`config.mk`:
```
export PLATFORM = sky130hd
export DESIGN_NAME = slt_cell
export DESIGN_NICKNAME = d
export VERILOG_FILES = /design/src/rtl/siread_lock_table_top_macros.svh /design/src/rtl/slt_pkg.sv /design/src/rtl/slt_cell.sv
export SDC_FILE = /design/constraint.sdc
export NUM_CORES = 1
export LEC_CHECK = 0
export ABC_AREA = 1
export BUFFER_PORTS_ARGS = -buffer_cell sky130_fd_sc_hd__buf_2
export CAP_MARGIN = 10
export CORE_AREA = 2 2 134 136
export DETAILED_ROUTE_END_ITERATION = 6
export DIE_AREA = 0 0 136 138
export PLACE_DENSITY = 0.76
export SYNTH_ARGS = -nofsm -noshare
export SYNTH_HDL_FRONTEND = slang
export SYNTH_SLANG_ARGS = --single-unit
```
`constraint.sdc`:
```
create_clock -name i_clk -period 3.82 [get_ports i_clk]
set_clock_uncertainty 0.15 [all_clocks]
set_input_delay 0.191 -clock i_clk [delete_from_list [all_inputs] [get_ports i_clk]]
set_output_delay 0.191 -clock i_clk [all_outputs]
set_load 0.01 [all_outputs]
```
`src/rtl/siread_lock_table_top_macros.svh`:
```
// ----------------------------------------------------------------------------
// siread lock table assertion macros
// shared assertion forms for the lock table top level
// ----------------------------------------------------------------------------
`ifndef SIREAD_LOCK_TABLE_TOP_MACROS_SVH
`define SIREAD_LOCK_TABLE_TOP_MACROS_SVH

// implication checked on every edge outside reset
`define SLT_ASSERT_IMP(label, clk, rst_n, ante, cons, msg) \
    label: assert property (@(posedge clk) disable iff (!rst_n) (ante) |-> (cons)) \
        else $error(msg);

// next-cycle implication outside reset
`define SLT_ASSERT_NXT(label, clk, rst_n, ante, cons, msg) \
    label: assert property (@(posedge clk) disable iff (!rst_n) (ante) |=> (cons)) \
        else $error(msg);

`endif

```
`src/rtl/slt_pkg.sv`:
```
// ----------------------------------------------------------------------------
// slt_pkg
// types and constants for the siread lock table
// ----------------------------------------------------------------------------
package slt_pkg;

    localparam int ENTRIES = 64;
    localparam int IDX_W   = $clog2(ENTRIES);
    localparam int CNT_W   = $clog2(ENTRIES + 1);

    localparam logic [1:0] OP_ACQUIRE = 2'd0;
    localparam logic [1:0] OP_HOLDERS = 2'd1;
    localparam logic [1:0] OP_FINISH  = 2'd2;
    localparam logic [1:0] OP_GC      = 2'd3;

    localparam logic [1:0] ST_ADDED = 2'd0;
    localparam logic [1:0] ST_HELD  = 2'd1;
    localparam logic [1:0] ST_FULL  = 2'd2;

    typedef struct packed {
        logic [1:0]  opcode;
        logic [31:0] txn_id;
        logic [31:0] page_id;
        logic [47:0] time_stamp;
    } t_in_item;

    typedef struct packed {
        logic [1:0]  status;
        logic [31:0] holder_txn;
        logic        holder_found;
        logic        last;
    } t_out_item;

    typedef struct packed {
        logic        valid;
        logic [31:0] txn;
        logic [31:0] page;
        logic [47:0] finish;
    } t_rec;

    // per-cycle command broadcast to all cells
    typedef struct packed {
        logic        append;
        logic        finish;
        logic        gc_step;
        logic        rotate;
        logic [31:0] txn;
        logic [31:0] page;
        logic [47:0] stamp;
    } t_cell_cmd;

    typedef enum logic [2:0] {
        S_IDLE,
        S_HOLD,
        S_GC,
        S_OUT
    } t_state;

endpackage

```
`src/rtl/slt_cell.sv`:
```
// ----------------------------------------------------------------------------
// slt_cell
// one record slot of the table chain with local match logic
// ----------------------------------------------------------------------------
module slt_cell (
    input  logic              i_clk,
    input  logic              i_rst_n,
    input  slt_pkg::t_cell_cmd i_cmd,
    input  logic              i_is_tail,
    input  slt_pkg::t_rec     i_from_next,
    input  logic              i_prev_drop,
    output slt_pkg::t_rec     o_rec,
    output logic              o_drop,
    output logic              o_pair_hit,
    output logic              o_page_hit
);

    slt_pkg::t_rec r_rec;
    slt_pkg::t_rec n_rec;
    logic          w_drop_me;

    assign w_drop_me  = r_rec.valid && (r_rec.finish != '0)
                        && (r_rec.finish < i_cmd.stamp);
    assign o_drop     = i_prev_drop || w_drop_me;
    assign o_rec      = r_rec;
    assign o_pair_hit = r_rec.valid && r_rec.txn == i_cmd.txn && r_rec.page == i_cmd.page;
    assign o_page_hit = r_rec.valid && r_rec.page == i_cmd.page;

    always_comb begin
        n_rec = r_rec;
        if (i_cmd.append && i_is_tail) begin
            n_rec.valid  = 1'b1;
            n_rec.txn    = i_cmd.txn;
            n_rec.page   = i_cmd.page;
            n_rec.finish = '0;
        end else if (i_cmd.finish) begin
            if (r_rec.valid && r_rec.txn == i_cmd.txn) begin
                n_rec.finish = i_cmd.stamp;
            end
        end else if (i_cmd.gc_step || i_cmd.rotate) begin
            // gc shifts left by one from the first dropped slot on, rotate shifts every slot
            if (i_cmd.rotate || o_drop) begin
                n_rec = i_from_next;
            end
        end
    end

    always_ff @(posedge i_clk) begin
        if (!i_rst_n) begin
            r_rec.valid <= 1'b0;
        end else begin
            r_rec.valid <= n_rec.valid;
        end
        r_rec.txn    <= n_rec.txn;
        r_rec.page   <= n_rec.page;
        r_rec.finish <= n_rec.finish;
    end

endmodule

```
==> reports/results.ini, run 1 <==
[finish]
area_growth_pct=51.7
antenna_cells=0
largest_register_ffs=113
final_common_cell=buf_2
drive_gt1_share_pct=31.7
fin_nets=1782
finish.utilization_pct=66.4
layout_common_cells=buf_2 (348), nand2_1 (289), dlygate4sd3_1 (147), nor2_1 (116), inv_1 (109)
fillerInstances=1393

[detailed_routing]
routed_wl_mm=27.3
first_pass_iters=5
num_vias=8531
first_iter_violations=515
via_per_inst=4.89
ant_nets=0
drc=0
wl_per_cell_microns=15.7

[logic_synthesis]
synth_top_cell_by_area=edfxtp_1
synth_nets=1300
seq_area_frac_synth_pct=37.8
synth_top_family_by_area=simple AND/OR/NAND/NOR gates
syn_avg_cell_area_sq_um=7.53
synth_top_area_share_pct=25.0
synth_compound_area_share_pct=9.09
async_flop_share_pct=0
netlist_instances=1020
synth_mux_area_share_pct=4.24
synthXorXnorAreaFrac_pct=3.19
synth_ff_type=edfxtp_1
synthAdderAreaFrac_pct=7.66
syn_area_sq_um=7680
ys_top_cells_by_area=edfxtp_1 (25%), nand2_1 (14%), dfxtp_1 (13%)
yosys_warnings=0
synth_cell_type_count=40
ys_ff_latch=113
synth-simple-area-share_pct=29.8
synth_edf_count=64

[timing]
finalHoldViolCount=0
finalMaxSlewViolations=0
fin_crit_sh_pct=75.2
rsz0062_at_grt=no
layout_min_cycle_time_ps=2870
timing.fmax_mhz=348
whs_ps=15.4
relSlewSlack_pct=30.2
worst_pin_slew_ps=1050
setup_tns_ps=0
setup_viol=0

[power]
combPwrFrac_pct=26.3
seqPwrFrac_pct=35.7
leakage_uw=0.00593
p_per_area_nw_per_um2=383
vdd_drop_max_v=0.000303
clock_power_share_pct=37.9
p_int_uw=3100
switchingPower_uw=1360
swShare_pct=30.6

[setup_path]
cp-endpoint=o_rec[13]$_SDFFE_PP0P_
crit_start=o_rec[45]$_SDFFE_PP0P_
reg2reg_slack_ps=950
reg2regPathDepth=16
r2r-end=o_rec[13]$_SDFFE_PP0P_
path_max_fanout=52
required_ps=3970
cp_data_arrival_time_ps=3020
cp-start-kind=flip-flop
end_kind=flip-flop
timing.rr.start=o_rec[45]$_SDFFE_PP0P_
path_class=flip-flop to flip-flop

[clock_network]
cts.clk_slew.worst_paths_ps=60
postCtsSetupBuffers=0
numClockSinks=113
htreeDepth=4
cts_buffers=17
clockBufferDepth=2
root_buffer=clkbuf_16
insertion_delay_ps=410
cts_tree=done

[floorplanning]
dieArea_sq_um=18800
coreArea_sq_um=17500
start_util_pct=43.8
io_pins=349
fp.dieH_microns=138
fp.dieW_microns=136
rows=49

[grt]
grt_pass1_wl_mm=42.7
track_usage_pct=28.9
grt_pass1_vias=8562
grt-ovfl-total=0
antenna_found_initial=1
grt_max_degree=101

[placed_design]
hpwlAfterDp_mm=18.7
globalplace.congestion=0.890
portBuffers=348

[min_path]
min_delay_path_depth=5
hold_class=primary input to flip-flop
min_from=i_from_next[14]

[flow_run]
maxCapViolCount=0

[outcome]
outcome=finished, final reports clean

## layer usage
| metal | global-route usage, % | part of all wire [%] | wire [microns] | vias to the layer above |
|---|---|---|---|---|
| li1 | - | - | - | 4286 |
| met1 | 32.8 | 38 | 10400 | 3757 |
| met2 | 51.0 | 50 | 13500 | 411 |
| met3 | 6.23 | 8.0 | 2180 | 75 |
| met4 | 13.9 | 4.3 | 1180 | 2 |
| met5 | 0 | 0.051 | 14 | - |
## critical path, stage by stage, from the launching register on
cell and delay (ps):
dfxtp_1 420, ha_1 290, nand2_1 60, inv_1 40, o21bai_1 110, nand2_1 70
a21oi_1 140, nand3_1 130, nor2_2 110, nand2_2 70, nand3_2 80, nand3_4 90
nand2_4 440, buf_12 330, nand2_1 90, nand2_1 70, nor2_1 50
## timing repair
| item | CTS | global route |
|---|---|---|
| hold buffers | 147 | 0 |
| gates resized for setup | 0 | 0 |
| endpoints found under the hold margin | 109 | 0 |
## Yosys cell counts, types with 2 or more instances
cell	number
a21oi_1	21
o21a_1	2
buf_12	4
nor3_1	7
nand4_1	21
dfxtp_1	49
a211oi_1	2
edfxtp_1	64
ha_1	47
xnor2_1	20
nor2_1	116
nor4_1	7
o21ai_0	91
nand3_1	13
buf_1	4
xor2_1	8
buf_2	5
nor4b_1	2
nor3b_1	2
mux2_2	28
o2111ai_1	8
inv_1	109
and2_1	2
nand2_1	291
or2_2	20
nor2_2	41
clkbuf_1	23
## metrics by stage
stage | setup slack (ps) | std cells | instance area, sq um | power, uW
floorplan | 367 | 1020 | 7680 | 2210
global placement | 1020 | 1565 | 9560 | 2610
detailed placement | 929 | 1565 | 9560 | 2630
CTS | 913 | 1744 | 11700 | 4460
global route | 618 | 1744 | 11700 | 4680
finish | 947 | 1744 | 11700 | 4460
## kinds of logic after synthesis
| family | count (synthesis) |
|---|---|
| xor gates and xnor gates | 28 |
| adders and majority gates | 47 |
| AOI/OAI and AO/OA | 129 |
| DFF | 113 |
| muxes | 29 |
| buffers and inverters | 147 |
| and+or+nand+nor | 527 |
## final cells by class
type / count / area (sq um) / area share, %
inverters: 110 / 413 / 3.54
multi-input cells: 760 / 4150 / 35.7
flip-flops and latches: 113 / 2900 / 24.9
well taps: 229 / 287 / 2.46
repair buffers: 500 / 3280 / 28.1
clock buffers: 18 / 429 / 3.68
clock inverters: 14 / 190 / 1.63
## worst min path at each step
stage / end / slack, ps
after detailed placement: o_rec[112]$_SDFFE_PN0P_ / 270
final: o_rec[14]$_SDFFE_PP0P_ / 20
after CTS: o_rec[91]$_DFFE_PP_ / 0.9
after global placement: o_rec[112]$_SDFFE_PN0P_ / 270
after floorplan: o_rec[112]$_SDFFE_PN0P_ / 150
after global routing: o_rec[83]$_DFFE_PP_ / 9
## power by group through the flow
stage	Combinational (uW)	Sequential, uW	Clock, uW
3_5_place_dp	1020	1610	0
5_1_grt	1310	1610	1760
2_1_floorplan	559	1660	0
6_report	1180	1590	1690
4_1_cts	1160	1590	1720
3_3_place_gp	1010	1610	0
Note: power is estimated with default switching activity, not from simulation.
==> inputs of run 2 (changes only) <==
==> constraint.sdc (replaced) <==
create_clock -name i_clk -period 2.9 [get_ports i_clk]
set_clock_uncertainty 0.15 [all_clocks]
set_input_delay 0.145 -clock i_clk [delete_from_list [all_inputs] [get_ports i_clk]]
set_output_delay 0.145 -clock i_clk [all_outputs]
set_load 0.01 [all_outputs]
==> run 2 against run 1 <==
Net effect:
- hold slack lost 3.1 ps
- clock-buffer cell count shrank 1
- critical path depth shrank 1
- setup slack got worse by 690 ps
==> reports/results.ini, run 2 (synthesis results as in run 1) <==
[setup_path]
required_ps=3110  ; -860 ps
cpMaxStageDelayCell=dlygate4sd3_1
crit_path_max_incr_delay_ps=550  ; +110 ps
path_class=flip-flop to flip-flop
path_max_fanout=4  ; -92%
critical_path.top_delay_family=simple AND/OR/NAND/NOR gates
end_kind=flip-flop
crit_path_frequent_cell=nand2_1
cp-start-kind=flip-flop
critical_path_buf_inv_count=1  ; -1
cp_data_arrival_time_ps=2850  ; -170 ps
worstPathCellList=ha_1, nand2_1, nor2_2, and2_1, nand2_1, nor2_1, nand2_1, nand2_1, nor2_2, nand2_2, nand3_2, nand3_4, nand3_1, a21oi_2, dlygate4sd3_1

[floorplanning]
fp.dieW_microns=136  ; unchanged
dieArea_sq_um=18800  ; unchanged
fp.dieH_microns=138  ; unchanged
io_pins=349  ; unchanged
rows=49  ; unchanged
start_util_pct=43.8  ; unchanged
coreArea_sq_um=17500  ; unchanged

[grt]
grt_max_degree=96  ; -5.0%
antenna_found_initial=2  ; +1
track_usage_pct=29.4  ; +0.50 points
grt-ovfl-total=0  ; unchanged
use_met1_pct=33.5  ; +0.76 points
busiest_layer=met2
use_met3_pct=6.20  ; -0.037 points
grt_use_met2_pct=50.6  ; -0.40 points
grt_pass1_wl_mm=43.5  ; +2.0%
grt_pass1_vias=8862  ; +3.5%

[clock_network]
postCtsSetupBuffers=0  ; unchanged
cts_buffers=17  ; unchanged
htreeDepth=4  ; unchanged
root_buffer=clkbuf_16
insertion_delay_ps=420  ; about the same
clockBufferDepth=2  ; unchanged
cts_tree=done
numClockSinks=113  ; unchanged
cts.clk_slew.worst_paths_ps=60  ; about the same

[finish]
drive_gt1_share_pct=31.9  ; +0.17 points
final-instance-count-excl-fill=1782  ; +2.2%
largest_register_ffs=113  ; unchanged
final_common_cell=buf_2
layout_common_cells=buf_2 (348), nand2_1 (289), dlygate4sd3_1 (174), nor2_1 (114), inv_1 (109)
area_growth_pct=55.6
fin_nets=1818  ; +2.0%
finish.utilization_pct=68.2  ; +1.7 points
fillerInstances=1318  ; -5.4%

[timing]
setup_tns_ps=0  ; unchanged
finalMaxSlewViolations=0  ; unchanged
rsz0062_at_grt=no
fin_crit_sh_pct=91.3  ; +16 points
whs_ps=12.3  ; -3.14 ps
relSlewSlack_pct=45.9  ; +16 points
finalHoldViolCount=0  ; unchanged
setup_viol=0  ; unchanged
layout_min_cycle_time_ps=2650  ; -226 ps
timing.fmax_mhz=378  ; +8.5%
worst_pin_slew_ps=810  ; -236 ps

[detailed_routing]
num_vias=8993  ; +5.4%
first_iter_violations=578  ; +12%
wl_per_cell_microns=15.9  ; +1.5%
drc=0  ; unchanged
ant_nets=0  ; unchanged
via_per_inst=5.05  ; +3.2%
first_pass_iters=6  ; +1
routed_wl_mm=28.3  ; +3.7%

[power]
leakage_uw=0.00607  ; +2.2%
p_per_area_nw_per_um2=481  ; +26%
vdd_drop_max_v=0.000439  ; +45%

[placed_design]
portBuffers=348  ; unchanged
globalplace.congestion=0.909  ; +2.2%
dp_cells=1574  ; +0.58%
hpwlAfterDp_mm=19.0  ; +1.6%

[flow_run]
maxCapViolCount=0  ; unchanged

[outcome]
outcome=finished, final reports clean

[min_path]
hold_class=primary input to flip-flop

==> run 2: cell count changes in the layout (fill, tap and decap cells not counted) <==
cell | before | now
nand2_8 | 0 | 1
inv_6 | 0 | 3
diode_2 | 0 | 2
clkinv_1 | 1 | 0
bufinv_16 | 4 | 1
buf_4 | 3 | 12
nand2_4 | 2 | 1
a21oi_1 | 21 | 20
dlygate4sd3_1 | 147 | 174
a21oi_2 | 0 | 1
clkinvlp_4 | 4 | 6
nor2_1 | 116 | 114
clkbuf_1 | 1 | 0
nor2_2 | 41 | 43
==> run 2: worst register-to-register path, cell delays in order, from the launching register on <==
cell and delay, ps:
dfxtp_1 340, ha_1 300, nand2_1 80, nor2_2 140
and2_1 150, nand2_1 110, nor2_1 110, nand2_1 60
nand2_1 60, nor2_2 40, nand2_2 80, nand3_2 90
nand3_4 110, nand3_1 90, a21oi_2 120, dlygate4sd3_1 550
==> run 2: cell type report <==
class,count,area (sq um),share of cell area (%)
Clock buffer,17,425,3.56
Multi-Input combinational cell,760,4170,34.9
Sequential cell,113,2900,24.3
Inverter,110,413,3.45
Antenna cell,2,5.00,0.0419
Clock inverter,15,138,1.15
Timing Repair Buffer,536,3610,30.2
Tap cell,229,287,2.40
==> run 2: what timing repair did <==
item,in CTS,in global routing
gates resized for setup,0,4
hold buffers,174,0
endpoints found under the hold margin,112,0
setup endpoints to repair,0,23
==> run 2: power breakdown <==
group          internal [uW]  leakage (uW)  total (uW)  switching [uW]
Clock                   1180      0.000258        2020             839
Combinational            789       0.00477        1640             847
Sequential              1910       0.00104        2100             191
Total                   3880       0.00607        5760            1880
==> run 2: metrics by stage <==
step	instance area, sq um	worst slack (ps)	total power [uW]
after CTS	11900	210	5720
after global routing	12000	27.0	6030
after floorplan	7680	67.8	2910
after global placement	9630	304	3460
after detailed placement	9630	246	3490
final	12000	253	5760
==> run 2: path summary, 6_finish.rpt <==
| kind | start | to | slack, ps | depth (start not counted) |
|---|---|---|---|---|
| worst max-delay path | o_rec[39]$_SDFFE_PP0P_ | o_rec[112]$_SDFFE_PN0P_ | 250 | 15 |
| worst min-delay path | i_from_next[28] | o_rec[28]$_SDFFE_PP0P_ | 10 | 5 |
| worst max register to register | o_rec[39]$_SDFFE_PP0P_ | o_rec[112]$_SDFFE_PN0P_ | 250 | 15 |
| worst min register to register | o_rec[4]$_SDFFE_PP0P_ | o_rec[4]$_SDFFE_PP0P_ | 370 | 2 |
==> run 2: per-layer routing <==
layer,part of all wire (%),vias up
li1,-,4354
met1,38,4027
met2,48,504
met3,8.5,108
met4,5.7,0
met5,0,-
